$ cat config.mk
export PLATFORM = sky130hd
export DESIGN_NAME = btmx_back
export DESIGN_NICKNAME = d
export VERILOG_FILES = /design/src/hw/rtl/binary_trie_min_xor_top_assert.svh /design/src/hw/rtl/btmx_pkg.sv /design/src/hw/rtl/btmx_back.sv
export SDC_FILE = /design/constraint.sdc
export NUM_CORES = 1
export LEC_CHECK = 0
export ABC_AREA = 0
export BUFFER_PORTS_ARGS = -buffer_cell sky130_fd_sc_hd__buf_2
export CAP_MARGIN = 10
export CORE_UTILIZATION = 39
export DETAILED_ROUTE_END_ITERATION = 8
export GPL_TIMING_DRIVEN = 0
export PLACE_DENSITY_LB_ADDON = 0.08
export SKIP_CTS_REPAIR_TIMING = 1
export SLEW_MARGIN = 20
export SYNTH_ARGS = -nofsm -noshare
export SYNTH_HDL_FRONTEND = slang
export SYNTH_SLANG_ARGS = --single-unit
$ cat constraint.sdc
create_clock -name clk_i -period 4.5 [get_ports clk_i]
set_input_delay 0.225 -clock clk_i [delete_from_list [all_inputs] [get_ports clk_i]]
set_output_delay 0.225 -clock clk_i [all_outputs]
set_load 0.005 [all_outputs]
$ cat src/hw/rtl/binary_trie_min_xor_top_assert.svh
// Assertion macros for the binary trie minimum-xor block.
`ifndef BINARY_TRIE_MIN_XOR_TOP_ASSERT_SVH
`define BINARY_TRIE_MIN_XOR_TOP_ASSERT_SVH
`ifndef SYNTH
`define BTMX_ASSERT_IMP(lbl, clk, rstn, ante, cons, msg) \
  lbl: assert property (@(posedge clk) disable iff (!rstn) (ante) |-> (cons)) \
    else $error(msg);
`define BTMX_ASSERT_NXT(lbl, clk, rstn, ante, cons, msg) \
  lbl: assert property (@(posedge clk) disable iff (!rstn) (ante) |=> (cons)) \
    else $error(msg);
`else
`define BTMX_ASSERT_IMP(lbl, clk, rstn, ante, cons, msg)
`define BTMX_ASSERT_NXT(lbl, clk, rstn, ante, cons, msg)
`endif
`endif

$ cat src/hw/rtl/btmx_pkg.sv
// Shared types and command codes for the binary trie minimum-xor block.
package btmx_pkg;

  // Command codes as they arrive on the input stream.
  localparam logic [1:0] CMD_INSERT = 2'd0;
  localparam logic [1:0] CMD_QUERY  = 2'd1;
  localparam logic [1:0] CMD_CLEAR  = 2'd2;
  localparam logic [1:0] CMD_NONE   = 2'd3;

  // Operation classes handed from the front to the back.
  typedef enum logic [1:0] {
    OP_INSERT,
    OP_QUERY,
    OP_CLEAR,
    OP_NOP
  } btmx_op_e;

  // Head of the command queue as seen by the back.
  typedef struct packed {
    logic     valid;
    btmx_op_e op;
  } btmx_cmd_t;

endpackage

$ cat src/hw/rtl/btmx_back.sv
// Back end: walks the trie one level per cycle, allocates nodes and holds the result.
module btmx_back import btmx_pkg::*; #(
  parameter int KEY_BITS   = 31,
  parameter int NODE_COUNT = 65536
) (
  input  logic                          clk_i,
  input  logic                          rst_ni,
  input  btmx_cmd_t                     cmd_i,
  input  logic [KEY_BITS-1:0]           key_i,
  output logic                          pop_o,
  output logic [$clog2(NODE_COUNT)-1:0] raddr_o,
  input  logic [$clog2(NODE_COUNT)-1:0] left_rdata_i,
  input  logic [$clog2(NODE_COUNT)-1:0] right_rdata_i,
  output logic                          left_we_o,
  output logic [$clog2(NODE_COUNT)-1:0] left_waddr_o,
  output logic [$clog2(NODE_COUNT)-1:0] left_wdata_o,
  output logic                          right_we_o,
  output logic [$clog2(NODE_COUNT)-1:0] right_waddr_o,
  output logic [$clog2(NODE_COUNT)-1:0] right_wdata_o,
  output logic                          out_valid_o,
  input  logic                          out_ready_i,
  output logic [KEY_BITS-1:0]           out_xor_o,
  output logic                          out_empty_o,
  output logic                          out_full_o
);

  localparam int LINK_W = $clog2(NODE_COUNT);
  localparam int NF_W   = $clog2(NODE_COUNT + 1);
  localparam int LVL_W  = (KEY_BITS > 1) ? $clog2(KEY_BITS) : 1;
  localparam logic [NF_W-1:0]  FREE_LIMIT = NF_W'(NODE_COUNT - KEY_BITS);
  localparam logic [LVL_W-1:0] TOP_LEVEL  = LVL_W'(KEY_BITS - 1);

  typedef enum logic [1:0] {
    ST_IDLE,
    ST_WALK,
    ST_ALLOC,
    ST_DONE
  } state_e;

  state_e              state_q, state_d;
  btmx_op_e            op_q, op_d;
  logic [KEY_BITS-1:0] key_q, key_d;
  logic [LVL_W-1:0]    level_q, level_d;
  logic [LINK_W-1:0]   p_q, p_d;
  logic [KEY_BITS-1:0] sum_q, sum_d;
  logic                empty_q, empty_d, full_q, full_d;
  logic [NF_W-1:0]     next_free_q, next_free_d;
  logic [LINK_W-1:0]   root_l_q, root_l_d, root_r_q, root_r_d;
  logic                out_valid_q, out_valid_d;
  logic [KEY_BITS-1:0] out_xor_q, out_xor_d;
  logic                out_empty_q, out_empty_d, out_full_q, out_full_d;

  logic [LINK_W-1:0] cur_l, cur_r, same, other, nf_link, child;
  logic              cur_bit, next_bit, last;

  assign cur_l    = (p_q == '0) ? root_l_q : left_rdata_i;
  assign cur_r    = (p_q == '0) ? root_r_q : right_rdata_i;
  assign cur_bit  = key_q[level_q];
  assign next_bit = (level_q == '0) ? 1'b0 : key_q[level_q - 1'b1];
  assign same     = cur_bit ? cur_r : cur_l;
  assign other    = cur_bit ? cur_l : cur_r;
  assign last     = (level_q == '0);
  assign nf_link  = next_free_q[LINK_W-1:0];
  // The path child of a new node is the node allocated right after it.
  assign child    = last ? '0 : LINK_W'(next_free_q + 1'b1);

  always_comb begin
    state_d     = state_q;
    op_d        = op_q;
    key_d       = key_q;
    level_d     = level_q;
    p_d         = p_q;
    sum_d       = sum_q;
    empty_d     = empty_q;
    full_d      = full_q;
    next_free_d = next_free_q;
    root_l_d    = root_l_q;
    root_r_d    = root_r_q;
    out_valid_d = out_valid_q && !out_ready_i;
    out_xor_d   = out_xor_q;
    out_empty_d = out_empty_q;
    out_full_d  = out_full_q;
    pop_o         = 1'b0;
    left_we_o     = 1'b0;
    left_waddr_o  = p_q;
    left_wdata_o  = nf_link;
    right_we_o    = 1'b0;
    right_waddr_o = p_q;
    right_wdata_o = nf_link;

    unique case (state_q)
      ST_IDLE: begin
        if (cmd_i.valid) begin
          pop_o   = 1'b1;
          op_d    = cmd_i.op;
          key_d   = key_i;
          level_d = TOP_LEVEL;
          p_d     = '0;
          sum_d   = '0;
          empty_d = 1'b0;
          full_d  = 1'b0;
          state_d = ST_DONE;
          unique case (cmd_i.op)
            OP_INSERT: begin
              if (next_free_q > FREE_LIMIT) begin
                full_d = 1'b1;
              end else begin
                state_d = ST_WALK;
              end
            end
            OP_QUERY: begin
              if (root_l_q == '0 && root_r_q == '0) begin
                empty_d = 1'b1;
              end else begin
                state_d = ST_WALK;
              end
            end
            OP_CLEAR: begin
              next_free_d = NF_W'(1);
              root_l_d    = '0;
              root_r_d    = '0;
            end
            OP_NOP: ;
            default: ;
          endcase
        end
      end
      ST_WALK: begin
        if (op_q == OP_QUERY) begin
          if (same != '0) begin
            p_d = same;
          end else begin
            sum_d = sum_q | (KEY_BITS'(1) << level_q);
            p_d   = other;
          end
          if (last || p_d == '0) begin
            state_d = ST_DONE;
          end else begin
            level_d = level_q - 1'b1;
          end
        end else if (same != '0) begin
          p_d = same;
          if (last) begin
            state_d = ST_DONE;
          end else begin
            level_d = level_q - 1'b1;
          end
        end else begin
          // First missing child: hook the next free node under the current one.
          if (p_q == '0) begin
            if (cur_bit) begin
              root_r_d = nf_link;
            end else begin
              root_l_d = nf_link;
            end
          end else begin
            left_we_o  = !cur_bit;
            right_we_o = cur_bit;
          end
          state_d = ST_ALLOC;
        end
      end
      ST_ALLOC: begin
        // Each new node gets both links in one write; the rest of the path follows.
        left_we_o     = 1'b1;
        right_we_o    = 1'b1;
        left_waddr_o  = nf_link;
        right_waddr_o = nf_link;
        left_wdata_o  = next_bit ? '0 : child;
        right_wdata_o = next_bit ? child : '0;
        next_free_d   = next_free_q + 1'b1;
        if (last) begin
          state_d = ST_DONE;
        end else begin
          level_d = level_q - 1'b1;
        end
      end
      ST_DONE: begin
        if (!out_valid_q || out_ready_i) begin
          out_valid_d = 1'b1;
          out_xor_d   = sum_q;
          out_empty_d = empty_q;
          out_full_d  = full_q;
          state_d     = ST_IDLE;
        end
      end
      default: state_d = ST_IDLE;
    endcase
  end

  always_ff @(posedge clk_i or negedge rst_ni) begin
    if (!rst_ni) begin
      state_q     <= ST_IDLE;
      next_free_q <= NF_W'(1);
      root_l_q    <= '0;
      root_r_q    <= '0;
      out_valid_q <= 1'b0;
      p_q         <= '0;
    end else begin
      state_q     <= state_d;
      next_free_q <= next_free_d;
      root_l_q    <= root_l_d;
      root_r_q    <= root_r_d;
      out_valid_q <= out_valid_d;
      p_q         <= p_d;
    end
  end

  always_ff @(posedge clk_i) begin
    op_q        <= op_d;
    key_q       <= key_d;
    level_q     <= level_d;
    sum_q       <= sum_d;
    empty_q     <= empty_d;
    full_q      <= full_d;
    out_xor_q   <= out_xor_d;
    out_empty_q <= out_empty_d;
    out_full_q  <= out_full_d;
  end

  // The read issued now returns the links of the node the walk stands on next.
  assign raddr_o     = p_d;
  assign out_valid_o = out_valid_q;
  assign out_xor_o   = out_xor_q;
  assign out_empty_o = out_empty_q;
  assign out_full_o  = out_full_q;

endmodule

==> flow_summary.rst <==
.. list-table::
   :header-rows: 1

   * - Metric
     - Value
   * - Cell area after technology mapping
     - 0.009233 mm^2
   * - Clock-pin slew on the worst setup and hold paths
     - 0.07 ns
   * - Worst-case clock buffer depth
     - 2
   * - DR DRC count
     - 0
   * - Gpl congestion
     - 0.9247
   * - Total Nets Final
     - 1210
   * - Residual overflow from global routing
     - 0
   * - # fillers
     - 2196
   * - Worst R2R Setup Slack
     - 0.89 ns
   * - Shortest period the worst path allows
     - 4.202 ns
   * - Depth of the CTS H-tree
     - 4
   * - Worst reg2reg path depth
     - 11
   * - Worst path arrival time
     - 3.98 ns
   * - Die ar.
     - 0.02429 mm^2
   * - Final HPWL from detailed placement
     - 20.90 mm
   * - Master cell of the clock root buffer
     - clkbuf_16
   * - Setup TNS
     - 0 ns
   * - Initial antenna violation count
     - 0
   * - Peak ir drop on the vdd network
     - 299.2 uV
   * - Share of layout cells above drive strength 1
     - 0.2583
   * - I/O pin total
     - 186
   * - Floorplan Core Area
     - 0.02292 mm^2
   * - Ys Warns
     - 0
   * - Average wire per cell in the routed design
     - 19.15 um
   * - Maximum number of pins on one net before global-route repair
     - 54
   * - Number of enable-type register cells in the synthesized netlist
     - 104
   * - Post-synth top area cell
     - edfxtp_1
   * - Achievable Freq
     - 238.0 MHz
   * - Global-route wire length before repair
     - 42.26 mm
   * - Crit. End Element
     - output pin
   * - Wirelength, routed
     - 27.88 mm
   * - Worst-Margin Slew
     - 0.8063 ns
   * - Detailed Route Iter0 Violations
     - 526
   * - DP Area
     - 0.01067 mm^2
   * - Inst Count DP
     - 1391
   * - Slew Limit Headroom
     - 0.4583
   * - Total power divided by cell area
     - 650.2 mW/mm^2
   * - Fraction of synthesized cell area taken by the top area cell type
     - 0.3383
   * - Overall power consumption
     - 7.526 mW
   * - Kind of critical path
     - reg -> out
   * - Most common cell in the synthesized netlist
     - nor2_1
   * - Outcome
     - complete, no violations
   * - Number of max-slew violations in the final report
     - 0
   * - Max-capacitance violation count
     - 0
   * - Met2 usage in global routing
     - 0.3448
   * - IO buf count
     - 185
   * - Met3 global-route usage
     - 0.03500
   * - CTS tree
     - built
   * - Clock Latency Late Sink
     - 0.44 ns
   * - Worst slack at placement
     - 0.7046 ns
   * - Critical path data required time
     - 4.28 ns
   * - Endpoints failing setup
     - 0
   * - Top cells by area in the synthesized netlist
     - edfxtp_1, dfrtp_1, nor2_1, o21ai_0, a22o_1
   * - Hold Violations, Final
     - 0
   * - Post-Synthesis Net Count
     - 970
   * - Total routing usage reported by global routing
     - 0.2304
   * - Count of non-filler cells in the finished layout
     - 1456
   * - Final instance area
     - 0.01157 mm^2
   * - Horizontal die dimension
     - 155.9 um
   * - Post-synthesis cell count
     - 889
   * - RSZ-0062 raised after global routing
     - false
   * - Initial Utilization
     - 0.4029
   * - Most crowded layer after global routing
     - met2
   * - TritonRoute pass-1 iters
     - 5
   * - Number of global-route vias before repair
     - 7250
   * - Share of the yosys chip area belonging to registers
     - 0.5227
   * - Number of cells traversed by the worst hold path
     - 1
   * - Row cnt
     - 55
   * - Prevailing post-synth register cell
     - edfxtp_1
   * - Number of vias in the routed layout
     - 7861
   * - Total of flip-flops plus latches after synthesis
     - 172
   * - CTS buffer count
     - 17
   * - Post-synthesis cell type count
     - 68
   * - Die boundary height
     - 155.9 um
   * - Worst-path maximum fanout
     - 10
   * - Final hold slack
     - 0.01220 ns
   * - Skew final
     - 0.01341 ns
   * - Global Route met1 Usage
     - 0.3439
   * - Final clock period utilization by the worst path
     - 0.9338
   * - Post-Route Utilization
     - 0.5051
   * - Pleak
     - 4.910 nW
   * - Num Clock Sinks
     - 172
   * - Asr flop ratio synth
     - 0.3953
   * - Worst min path class
     - in -> reg
   * - Kind of launch point of the worst setup path
     - flop
   * - Drt via density
     - 5.399
   * - Syn-to-layout area delta
     - 25.36%
   * - Fin worst setup slack
     - 0.2980 ns
   * - Antenna Violating Nets Remaining
     - 0
   * - Most frequent cells after synthesis
     - nor2_1, edfxtp_1, o21ai_0
   * - Avg Cell Area, Syn
     - 10.39 um^2
-- worst paths after layout --
kind / start / to
setup / recovery: level_q[0]$_DFFE_PP_ / right_wdata_o[12]
hold / removal: cmd_i[0] / op_q[0]$_DFFE_PP_
setup reg to reg: level_q[0]$_DFFE_PP_ / sum_q[12]$_SDFFCE_PN0P_
hold reg to reg: empty_q$_SDFFCE_PN0P_ / out_empty_o$_DFFE_PP_
max in group asynchronous: rst_ni / next_free_q[0]$_DFFE_PN1P_
min in group asynchronous: rst_ni / p_q[5]$_DFF_PN0_
-- layout by cell type (no fill, tap or decap), drive strengths merged, types with 5 or more instances in the layout --
cell	count
clkbuf	54
nor2b	6
and3	9
clkinv	8
dfrtp	67
a221o	11
a22o	38
nand2b	16
mux2i	33
xor2	5
o21ai	80
edfxtp	104
o31ai	8
o22ai	13
nand4	9
nand3	23
nand2	76
nor2	120
o311ai	5
ha	12
a21oi	23
mux2	7
nor3	12
a31oi	6
mux4	8
a211oi	14
dlygate4sd3	32
inv	37
buf	229
nor4	22
-- layer usage --
metal,vias to the layer above,share of wire
met3,31,0.068
li1,3753,-
met1,3762,0.48
met2,315,0.43
met5,-,0
met4,0,0.014
-- where the power goes --
part           switching (mW)  internal [mW]
clock network           0.720          0.741
logic                    2.18           1.41
registers               0.228           2.25
total                    3.13           4.40
-- registers in the layout, summed over array words and instances, names as in the netlist, 2 cells and up --
| signal | flops |
|---|---|
| next_free_q | 17 |
| out_xor_o | 31 |
| level_q | 5 |
| op_q | 2 |
| root_l_q | 16 |
| p_q | 16 |
| root_r_q | 16 |
| state_q | 2 |
| key_q | 31 |
| sum_q | 31 |
-- worst max-delay path, cell delays in order (launching register included) --
cell and delay (ns):
edfxtp_1 0.48, buf_4 0.26, inv_1 0.16, ha_1 0.30, clkbuf_1 0.40, mux4_2 0.30, mux2i_1 0.09, mux2i_1 0.13
and2b_1 0.27, nor2_4 0.22, nand2_1 0.27, o311ai_1 0.44, buf_2 0.19
-- final cells by class --
cell class / instances / area [um^2] / area share
diodes: 1 / 2.502 / 0.0002162
inverters: 33 / 123.9 / 0.01070
clock inverters: 14 / 152.6 / 0.01319
multi-input cells: 608 / 3904 / 0.3373
repair buffers: 221 / 1351 / 0.1168
plain buffers: 76 / 392.9 / 0.03395
flip-flops and latches: 172 / 4826 / 0.4170
clock buffers: 18 / 429.2 / 0.03708
well taps: 313 / 391.6 / 0.03384
-- cell families after synthesis --
logic type      synth area share
compound gates            0.1660
xor+xnor                0.008674
fa+ha+maj                0.01626
buf+inv                  0.05597
flops                     0.5227
mux                      0.06464
simple gates              0.1657
(Power assumes the default switching activity.)
