`src/hw/rtl/binary_trie_min_xor_top_assert.svh`:
```
// Assertion macros for the binary trie minimum-xor block.
`ifndef BINARY_TRIE_MIN_XOR_TOP_ASSERT_SVH
`define BINARY_TRIE_MIN_XOR_TOP_ASSERT_SVH
`ifndef SYNTH
`define BTMX_ASSERT_IMP(lbl, clk, rstn, ante, cons, msg) \
  lbl: assert property (@(posedge clk) disable iff (!rstn) (ante) |-> (cons)) \
    else $error(msg);
`define BTMX_ASSERT_NXT(lbl, clk, rstn, ante, cons, msg) \
  lbl: assert property (@(posedge clk) disable iff (!rstn) (ante) |=> (cons)) \
    else $error(msg);
`else
`define BTMX_ASSERT_IMP(lbl, clk, rstn, ante, cons, msg)
`define BTMX_ASSERT_NXT(lbl, clk, rstn, ante, cons, msg)
`endif
`endif

```
`src/hw/rtl/btmx_pkg.sv`:
```
// Shared types and command codes for the binary trie minimum-xor block.
package btmx_pkg;

  // Command codes as they arrive on the input stream.
  localparam logic [1:0] CMD_INSERT = 2'd0;
  localparam logic [1:0] CMD_QUERY  = 2'd1;
  localparam logic [1:0] CMD_CLEAR  = 2'd2;
  localparam logic [1:0] CMD_NONE   = 2'd3;

  // Operation classes handed from the front to the back.
  typedef enum logic [1:0] {
    OP_INSERT,
    OP_QUERY,
    OP_CLEAR,
    OP_NOP
  } btmx_op_e;

  // Head of the command queue as seen by the back.
  typedef struct packed {
    logic     valid;
    btmx_op_e op;
  } btmx_cmd_t;

endpackage

```
`src/hw/rtl/btmx_front.sv`:
```
// Front end: accepts commands, classifies them and queues them for the walker.
module btmx_front import btmx_pkg::*; #(
  parameter int KEY_BITS = 31
) (
  input  logic                clk_i,
  input  logic                rst_ni,
  input  logic                in_valid_i,
  output logic                in_ready_o,
  input  logic [1:0]          in_cmd_i,
  input  logic [KEY_BITS-1:0] in_key_i,
  input  logic                pop_i,
  output btmx_cmd_t           cmd_o,
  output logic [KEY_BITS-1:0] key_o
);

  btmx_op_e            op_mem_q  [2];
  logic [KEY_BITS-1:0] key_mem_q [2];
  logic                wr_ptr_q, rd_ptr_q;
  logic [1:0]          count_q;
  logic                push, pop;
  btmx_op_e            in_op;

  always_comb begin
    unique case (in_cmd_i)
      CMD_INSERT: in_op = OP_INSERT;
      CMD_QUERY:  in_op = OP_QUERY;
      CMD_CLEAR:  in_op = OP_CLEAR;
      CMD_NONE:   in_op = OP_NOP;
      default:    in_op = OP_NOP;
    endcase
  end

  assign in_ready_o = (count_q != 2'd2);
  assign push       = in_valid_i && in_ready_o;
  assign pop        = pop_i && (count_q != 2'd0);

  always_ff @(posedge clk_i or negedge rst_ni) begin
    if (!rst_ni) begin
      wr_ptr_q <= 1'b0;
      rd_ptr_q <= 1'b0;
      count_q  <= 2'd0;
    end else begin
      if (push) begin
        wr_ptr_q <= ~wr_ptr_q;
      end
      if (pop) begin
        rd_ptr_q <= ~rd_ptr_q;
      end
      if (push && !pop) begin
        count_q <= count_q + 2'd1;
      end else if (pop && !push) begin
        count_q <= count_q - 2'd1;
      end
    end
  end

  always_ff @(posedge clk_i) begin
    if (push) begin
      op_mem_q[wr_ptr_q]  <= in_op;
      key_mem_q[wr_ptr_q] <= in_key_i;
    end
  end

  assign cmd_o.valid = (count_q != 2'd0);
  assign cmd_o.op    = op_mem_q[rd_ptr_q];
  assign key_o       = key_mem_q[rd_ptr_q];

endmodule

```
`config.mk`:
```
export PLATFORM = sky130hd
export DESIGN_NAME = btmx_front
export DESIGN_NICKNAME = d
export VERILOG_FILES = /design/src/hw/rtl/binary_trie_min_xor_top_assert.svh /design/src/hw/rtl/btmx_pkg.sv /design/src/hw/rtl/btmx_front.sv
export SDC_FILE = /design/constraint.sdc
export NUM_CORES = 1
export LEC_CHECK = 0
export ABC_AREA = 1
export BUFFER_PORTS_ARGS = -buffer_cell sky130_fd_sc_hd__buf_2
export CAP_MARGIN = 10
export CORE_ASPECT_RATIO = 0.6
export CORE_MARGIN = 2
export CORE_UTILIZATION = 25
export CTS_BUF_LIST = sky130_fd_sc_hd__clkbuf_2
export DETAILED_ROUTE_END_ITERATION = 10
export GPL_TIMING_DRIVEN = 1
export PLACE_DENSITY = 0.54
export SLEW_MARGIN = 10
export SYNTH_ARGS = -nofsm -noshare
export SYNTH_HDL_FRONTEND = slang
export SYNTH_SLANG_ARGS = --single-unit
```
`constraint.sdc`:
```
create_clock -name clk_i -period 2.98 [get_ports clk_i]
set_clock_uncertainty 0.15 [all_clocks]
set_input_delay 0.447 -clock clk_i [delete_from_list [all_inputs] [get_ports clk_i]]
set_output_delay 0.447 -clock clk_i [all_outputs]
set_load 0.005 [all_outputs]
```
==> impl_metrics.tcl, run 1 <==
set metrics [dict create \
    status "complete, no violations" \
    layout-drive-gt1-share_pct 34.2 \
    final_nets 352 \
    final_area_um2 3660 \
    p_leak_nw 1.56 \
    initialDrtViolationCount 97 \
    die_h_um 84.7 \
    clockBufferDepth 2 \
    vias 1768 \
    place_congestion 0.710 \
    r2r_setup_slack_ns 1.08 \
    arrival_ns 1.88 \
    synth_fa_ha_area_share_pct 0.462 \
    power_density_nw_per_um2 817 \
    rr_worst_depth 5 \
    port_buffers 71 \
    hold_start "in_valid_i" \
    root_buffer "clkbuf_2" \
    final_cell_count_no_fill 458 \
    rsz0062_at_grt "false" \
    ir_worst_vdd_mv 0.337 \
    htreeDepth 3 \
    grt_usage_pct 9.89 \
    synth_cell_types 18 \
    synthSimpleGateAreaFrac_pct 17.6 \
    io_pins 72 \
    synth_compound_area_share_pct 0 \
    initial_utilization_pct 25.7 \
    cts_tree "built" \
    dp_hpwl_um 3560 \
    die-area_um2 11700 \
    synthMuxAreaShare_pct 0 \
    antenna_found_initial 0 \
    first_global_vias 1717 \
    die_x_um 138 \
    cts_setup_buffers 0 \
    antenna_cells 0 \
    totalWireLength_um 5510 \
    hold_depth 3 \
    setup_viol 0 \
    syn-num-nets 241 \
    grt_max_degree 35 \
    wire_per_inst_um 12.0 \
    synth-seq-cells 70 \
    synth_top_family_by_area "simple AND/OR/NAND/NOR gates" \
    maxSlewViolCount 0 \
    start_kind "flop" \
    nFillCells 1072 \
    cp-end-kind "output port" \
    avgSynthCellArea_um2 13.4 \
    viasPerCell 3.86 \
    hold_path.class "primary input to flop" \
    clock_latency_ns 0.49 \
    rows 29 \
    place_inst 407 \
    synth-xor-area-share_pct 0.923 \
    grt_pass1_wl_um 8690 \
    path_class "flop to output port" \
    path_clk_slew_ns 0.18 \
    final.setup.tns_ns 0 \
    fmax_mhz 404 \
    layout_common_cells "nand2_1 (95), buf_2 (71), edfxtp_1 (66), dlygate4sd3_1 (35), nand2_2 (12)" \
    r2r-end "op_mem_q[0][1]" \
    power_mw 2.99 \
    slew_headroom_pct 66.1 \
    required_ns 2.38 \
    tightest_slew_ns 0.507 \
    cap_violations 0 \
    fp.coreArea_um2 10600 \
    hold_viol_final 0 \
    layout_min_cycle_time_ns 2.48 \
    crit_fanout 24 \
    remaining_drc_errors 0 \
    grt_overflow 0 \
    final_common_cell "nand2_1" \
    cts_sinks 70 \
    synth-warning-count 0 \
    hold-path-endpoint "wr_ptr_q" \
    syn2layout_area_growth_pct 35.1 \
    placed_area_um2 3200 \
    syn_area_um2 2710 \
    period_share_pct 83.1 \
    reg2reg_from "count_q[0]" \
    drt_pass1_iterations 4 \
    numCtsBuffers 9 \
    seq_area_frac_synth_pct 76.8 \
    drtAntennaViolNets 0 \
    synth_cells 203 \
]
==> registers in the layout, summed over array words and instances (netlist names) <==
register,flops
key_mem_q,62
op_mem_q,4
count_q,2
rd_ptr_q,1
wr_ptr_q,1
==> cells in the mapped netlist (all sizes together) <==
| master | n | area (µm²) |
|---|---|---|
| nand4 | 1 | 6.26 |
| nand2 | 109 | 454 |
| nor2 | 2 | 7.51 |
| clkbuf | 2 | 7.51 |
| ha | 1 | 12.5 |
| xor2 | 1 | 16.3 |
| dfrtp | 4 | 100 |
| nand3 | 2 | 10.0 |
| inv | 7 | 33.8 |
| buf | 7 | 71.3 |
| xnor2 | 1 | 8.76 |
| edfxtp | 66 | 1980 |
==> kinds of logic (layout without fill, tap and decap cells) <==
group / after synthesis / in the layout
xor+xnor: 2 / 2
simple gates: 114 / 114
flops: 70 / 70
buf+inv: 16 / 132
fa+ha+maj: 1 / 1
==> worst max-delay path, stage by stage, from the launching register on <==
cell and delay (ns):
dfrtp_1 0.69, buf_4 0.39, nand2_1 0.09, nand2_1 0.09, buf_2 0.11
==> layout make-up <==
| type | count | area [µm²] | area share, % |
|---|---|---|---|
| well taps | 139 | 174 | 4.75 |
| repair buffers | 109 | 728 | 19.9 |
| multi-input cells | 117 | 531 | 14.5 |
| clock buffers | 10 | 50.0 | 1.37 |
| inverters | 7 | 33.8 | 0.923 |
| clock inverters | 6 | 62.6 | 1.71 |
| flip-flops and latches | 70 | 2080 | 56.9 |
==> per-stage QoR <==
step           util, %  setup slack, ns  hold WS [ns]
2_1_floorplan        -            0.432       0.00141
3_3_place_gp      30.3             1.03         0.116
3_5_place_dp      30.3             1.01         0.111
4_1_cts           34.7            0.396        0.0397
5_1_grt           34.7            0.225        0.0346
6_report          34.7            0.504         0.113
==> metal layers <==
layer	track usage (%)	share of wire [%]	wire length [µm]	up-vias
met1	13.1	50	2730	803
met4	3.06	1.1	62	0
met5	0	0	0	-
li1	-	-	-	894
met2	14.2	41	2260	64
met3	5.02	8.2	452	7
==> where the power goes <==
part	internal [mW]	switching, mW
registers	1.34	0.0979
logic	0.396	0.629
clock network	0.194	0.330
total	1.93	1.06
==> worst max path at each step <==
stage	slack (ns)	start	depth (start not counted)	to
2_1_floorplan	0.43	count_q[0]	4	key_mem_q[0][0]
6_report	0.50	rd_ptr_q	4	key_o[24]
5_1_grt	0.22	rd_ptr_q	4	key_o[25]
3_5_place_dp	1.01	in_valid_i	4	key_mem_q[0][17]
3_3_place_gp	1.03	in_valid_i	4	key_mem_q[0][17]
4_1_cts	0.40	rd_ptr_q	4	key_o[26]
==> what timing repair did <==
action	in CTS	in global routing
resized for setup	0	0
hold buffers	35	0
endpoints found under the hold margin	71	0
No activity file was read; power rests on OpenSTA's default activity.
==> run 2: changes to the inputs <==
ABC_AREA = 0   (was 1)
clock period = 2.56 ns   (was 2.98 ns; I/O delays follow)
==> run 2 against run 1 <==
Worst hold slack better by 0.23 ns. Non-clock buffer count grew 5. Routed wire length is 3.2% lower. Sequential cell count did not move. Sequential share of layout area is 1.1 points lower. Critical path depth down 1.
==> impl_metrics.tcl, run 2 <==
set metrics [dict create \
    hold_depth 1 \
    start_kind "flop" \
    final_area_um2 3740 \
    yosysTopAreaCell "edfxtp_1" \
    cap_violations 0 \
    power_density_nw_per_um2 953 \
    swShare_pct 29.5 \
    syn_area_um2 2740 \
    syn-num-nets 161 \
    layout_min_cycle_time_ns 2.37 \
    place_congestion 0.715 \
    die-area_um2 11800 \
    period_share_pct 92.7 \
    crit_fanout 14 \
    avgSynthCellArea_um2 22.2 \
    synth-warning-count 0 \
    path_cells "buf_4 > mux2_4 > buf_2" \
    vias 1489 \
    place_inst 333 \
    initial_utilization_pct 25.8 \
    numCtsBuffers 9 \
    final_cell_count_no_fill 387 \
    dp_hpwl_um 3540 \
    yosysTopAreaCellShare_pct 72.5 \
    async_flop_share_pct 5.71 \
    cts_tree "built" \
    rr_worst_depth 4 \
    intPower_mw 2.51 \
    rows 29 \
    syn2layout_area_growth_pct 36.8 \
    p_comb_share_pct 34.8 \
    p_clk_share_pct 17.2 \
    synth_common_cells "edfxtp_1 (66), mux2_4 (29), dfrtp_1 (4), mux2_2 (4)" \
    cp-endpoint "key_o[13]" \
    drt_pass1_iterations 4 \
    r2r-end "key_mem_q[0][21]" \
    die_h_um 85.0 \
    synth_top_flop_cell "edfxtp_1" \
    first_global_vias 1548 \
    synth-seq-cells 70 \
    layout_common_cells "buf_2 (71), edfxtp_1 (66), dlygate4sd3_1 (37), mux2_4 (29), clkbuf_2 (10)" \
    grt_pass1_wl_um 8340 \
    crit_family "flip-flops" \
    place_ws_ns 0.656 \
    status "complete, no violations" \
    slew_headroom_pct 78.6 \
    reg2reg_from "count_q[0]" \
    grt_usage_pct 9.75 \
    ys_top_cells_by_area "edfxtp_1 (72%), mux2_4 (16%), dfrtp_1 (3.7%), buf_12 (2.2%), mux2_2 (1.6%)" \
    final_nets 280 \
    arrival_ns 1.84 \
    pwr-share-seq_pct 48.0 \
    drtAntennaViolNets 0 \
    htreeDepth 3 \
    r2r_setup_slack_ns 0.73 \
    port_buffers 71 \
    path_clk_slew_ns 0.20 \
    hold_viol_final 0 \
    setup_ws_ns 0.186 \
    largestRegisters "key_mem_q (62), op_mem_q (4), count_q (2)" \
    die_x_um 139 \
    fmax_mhz 421 \
    cpPeakStageDelay_ns 0.64 \
    synth_cells 123 \
    io_pins 72 \
    yosysMostFrequentCell "edfxtp_1" \
    synth_edf_count 66 \
    cts_setup_buffers 0 \
    tightest_slew_ns 0.320 \
    wire_per_inst_um 13.8 \
    required_ns 2.03 \
    maxSlewViolCount 0 \
    final_common_cell "buf_2" \
    worstSetupPathDepth 3 \
    path_class "flop to output port" \
    root_buffer "clkbuf_2" \
    synth_cell_types 16 \
    grt_max_degree 23 \
    cts_sinks 70 \
    top_register "key_mem_q" \
    cp-end-kind "output port" \
    path_buf_inv 2 \
    layout-drive-gt1-share_pct 52.2 \
    ir_worst_vdd_mv 0.404 \
    totalWireLength_um 5340 \
    seq_area_frac_synth_pct 76.1 \
    setup_viol 0 \
    fp.coreArea_um2 10600 \
    p_leak_nw 1.51 \
    clock_latency_ns 0.51 \
    remaining_drc_errors 0 \
    rsz0062_at_grt "false" \
    final.setup.tns_ns 0 \
    clockBufferDepth 2 \
    placed_area_um2 3250 \
    initialDrtViolationCount 35 \
    grt_overflow 0 \
    hold_path.class "flop to flop" \
    antenna_found_initial 0 \
    cp_slowest_cell "dfrtp_4" \
    nFillCells 1045 \
    cp-startpoint "rd_ptr_q" \
    largest_reg_flops 62 \
    power_switching_mw 1.05 \
    viasPerCell 3.85 \
]
-- run 2: power by group through the flow --
stage          clock (mW)  combinational (mW)  sequential [mW]
6_report            0.612                1.24             1.71
5_1_grt             0.695                1.36             1.75
4_1_cts             0.647                1.27             1.72
3_5_place_dp            0                1.22             1.74
3_3_place_gp            0                1.21             1.74
2_1_floorplan           0               0.889             1.66
-- run 2: per-layer routing --
| metal | vias up | global-route usage, % | wire length (µm) |
|---|---|---|---|
| met3 | 9 | 5.19 | 386 |
| met4 | 0 | 3.49 | 86 |
| met2 | 55 | 13.7 | 2240 |
| met5 | - | 0 | 0 |
| li1 | 711 | - | - |
| met1 | 714 | 12.8 | 2620 |
-- run 2: cell type report --
cell class	instances	area [µm²]	area share, %
antenna	1	2.50	0.0669
clock buffer	10	50.0	1.34
clock inverter	6	62.6	1.67
inverter	1	3.75	0.100
multi-input combinational	46	579	15.5
sequential	70	2090	55.8
tap	139	174	4.65
timing repair buffer	114	783	20.9
-- run 2: worst min path at each step --
stage,slack (ns),end,start
3_3_place_gp,0.05,wr_ptr_q,rst_ni
6_report,0.35,count_q[1],count_q[1]
5_1_grt,0.36,op_mem_q[1][0],in_cmd_i[0]
4_1_cts,0.36,count_q[1],count_q[1]
3_5_place_dp,0.05,wr_ptr_q,rst_ni
2_1_floorplan,-0.06,count_q[0],rst_ni
-- run 2: logic make-up after synthesis --
| logic type | share of synthesized area [%] |
|---|---|
| muxes | 17.6 |
| adders and majority gates | 0.457 |
| and+or+nand+nor | 1.24 |
| xor gates and xnor gates | 1.60 |
| buffers and inverters | 3.02 |
| DFF | 76.1 |
-- run 2: through the flow --
stage / utilization, % / hold slack (ns) / power [mW]
final: 35.3 / 0.348 / 3.56
after global routing: 35.3 / 0.357 / 3.80
after CTS: 35.3 / 0.356 / 3.64
after detailed placement: 30.7 / 0.0490 / 2.95
after global placement: 30.7 / 0.0490 / 2.95
after floorplan: - / -0.0616 / 2.55
-- run 2: what timing repair did --
action / CTS / global route
endpoints found under the hold margin: 72 / 0
hold buffers: 37 / 0
gates resized for setup: 1 / 0
setup endpoints to repair: 4 / 0
==> run 3: changes to the inputs <==
CORE_MARGIN = 1.5   (was 2)
==> run 3 against run 2 <==
Global-route usage fell by 0.42 points. Setup slack better by 0.17 ns. Sequential power decreased by 4%. Via count fell by 1.6%. Combinational power grew 4%. Cell count is 0.52% lower. Register-to-register slack improved by 0.08 ns. Final area decreased by 0.60%.
==> impl_metrics.tcl, run 3 (same netlist as run 2, synthesis figures left out) <==
set metrics [dict create \
    grt_max_degree 35 \
    viasPerCell 3.81 \
    p_leak_nw 1.48 \
    htreeDepth 3 \
    setup_ws_ns 0.357 \
    layout_common_cells "buf_2 (71), edfxtp_1 (66), dlygate4sd3_1 (36), mux2_4 (29), clkbuf_2 (10)" \
    die_x_um 138 \
    syn2layout_area_growth_pct 36.0 \
    place_ws_ns 0.830 \
    ir_worst_vdd_mv 0.359 \
    clockBufferDepth 2 \
    grt_usage_pct 9.33 \
    layout-drive-gt1-share_pct 50.4 \
    fmax_mhz 454 \
    fp.coreArea_um2 10600 \
    start_kind "flop" \
    arrival_ns 1.67 \
    largest_reg_flops 62 \
    initial_utilization_pct 25.8 \
    io_pins 72 \
    tightest_slew_ns 0.407 \
    root_buffer "clkbuf_2" \
    path_cells "buf_12 > mux2_4 > buf_2" \
    remaining_drc_errors 0 \
    die-area_um2 11600 \
    cp_slowest_cell "dfrtp_2" \
    drt_pass1_iterations 4 \
    slew_headroom_pct 72.9 \
    final_nets 277 \
    cp-end-kind "output port" \
    final.setup.tns_ns 0 \
    rows 29 \
    die_h_um 84.0 \
    grt_pass1_wl_um 7980 \
    cpPeakStageDelay_ns 0.41 \
    path_clk_slew_ns 0.18 \
    power_density_nw_per_um2 946 \
    status "complete, no violations" \
    initialDrtViolationCount 33 \
    place_congestion 0.689 \
    cap_violations 0 \
    rsz0062_at_grt "false" \
    grt_overflow 0 \
    largestRegisters "key_mem_q (62), op_mem_q (4), count_q (2)" \
    top_register "key_mem_q" \
    final_common_cell "buf_2" \
    crit_fanout 34 \
    numCtsBuffers 9 \
    antenna_found_initial 1 \
    power_mw 3.52 \
    clock_latency_ns 0.49 \
    setup_viol 0 \
    dp_hpwl_um 3260 \
    cts_tree "built" \
    port_buffers 71 \
    totalWireLength_um 5050 \
    drtAntennaViolNets 0 \
    hold_path.class "primary input to flop" \
    period_share_pct 86.0 \
    required_ns 2.03 \
    first_global_vias 1515 \
    wire_per_inst_um 13.1 \
    hold_viol_final 0 \
    layout_min_cycle_time_ns 2.20 \
    maxSlewViolCount 0 \
    path_class "flop to output port" \
    vias 1465 \
    cts_sinks 70 \
]
-- run 3: layer usage --
metal / up-vias / GRT usage, % / wire length, µm
li1: 708 / - / -
met1: 700 / 12.1 / 2540
met2: 51 / 13.2 / 2070
met3: 6 / 5.39 / 402
met4: 0 / 2.58 / 33
met5: - / 0 / 0
-- run 3: cell type report --
| class | count | area (µm²) |
|---|---|---|
| diodes | 2 | 5.00 |
| clock buffers | 10 | 50.0 |
| clock inverters | 6 | 52.6 |
| fillers | 1036 | 6880 |
| inverters | 1 | 3.75 |
| multi-input cells | 46 | 579 |
| flip-flops and latches | 70 | 2080 |
| well taps | 139 | 174 |
| repair buffers | 111 | 771 |
-- run 3: critical path: cells and delay by family (launching register included) --
kind / cells / cell delay, ns
DFF: 1 / 0.41
buffers and inverters: 2 / 0.39
muxes: 1 / 0.34
-- run 3: worst paths after layout --
path,start,to,slack (ns),cells after the start
max,rd_ptr_q,key_o[6],0.36,3
min,in_valid_i,wr_ptr_q,0.08,3
max reg2reg,count_q[0],key_mem_q[1][2],0.81,3
min reg2reg,count_q[1],count_q[1],0.38,1
max in group asynchronous,rst_ni,rd_ptr_q,1.49,3
min in group asynchronous,rst_ni,wr_ptr_q,0.60,3
-- run 3: per-stage QoR --
step                util [%]  cells  cell area (µm²)  hold WS, ns
global route            35.1    385             3720       0.0311
detailed placement      30.7    331             3250       0.0447
floorplan                  -    123             2740      -0.0616
finish                  35.1    385             3720       0.0777
CTS                     35.0    383             3710      0.00894
global placement        30.7    331             3250       0.0450
-- run 3: power breakdown --
group	internal (mW)	switching, mW	leakage [nW]
registers	1.57	0.0812	0.659
logic	0.711	0.578	0.761
clock network	0.217	0.364	0.0621
-- run 3: timing repair --
action,in CTS,in global routing
hold endpoints to repair,71,0
setup buffers,0,0
hold buffers,36,0
gates resized for setup,0,0
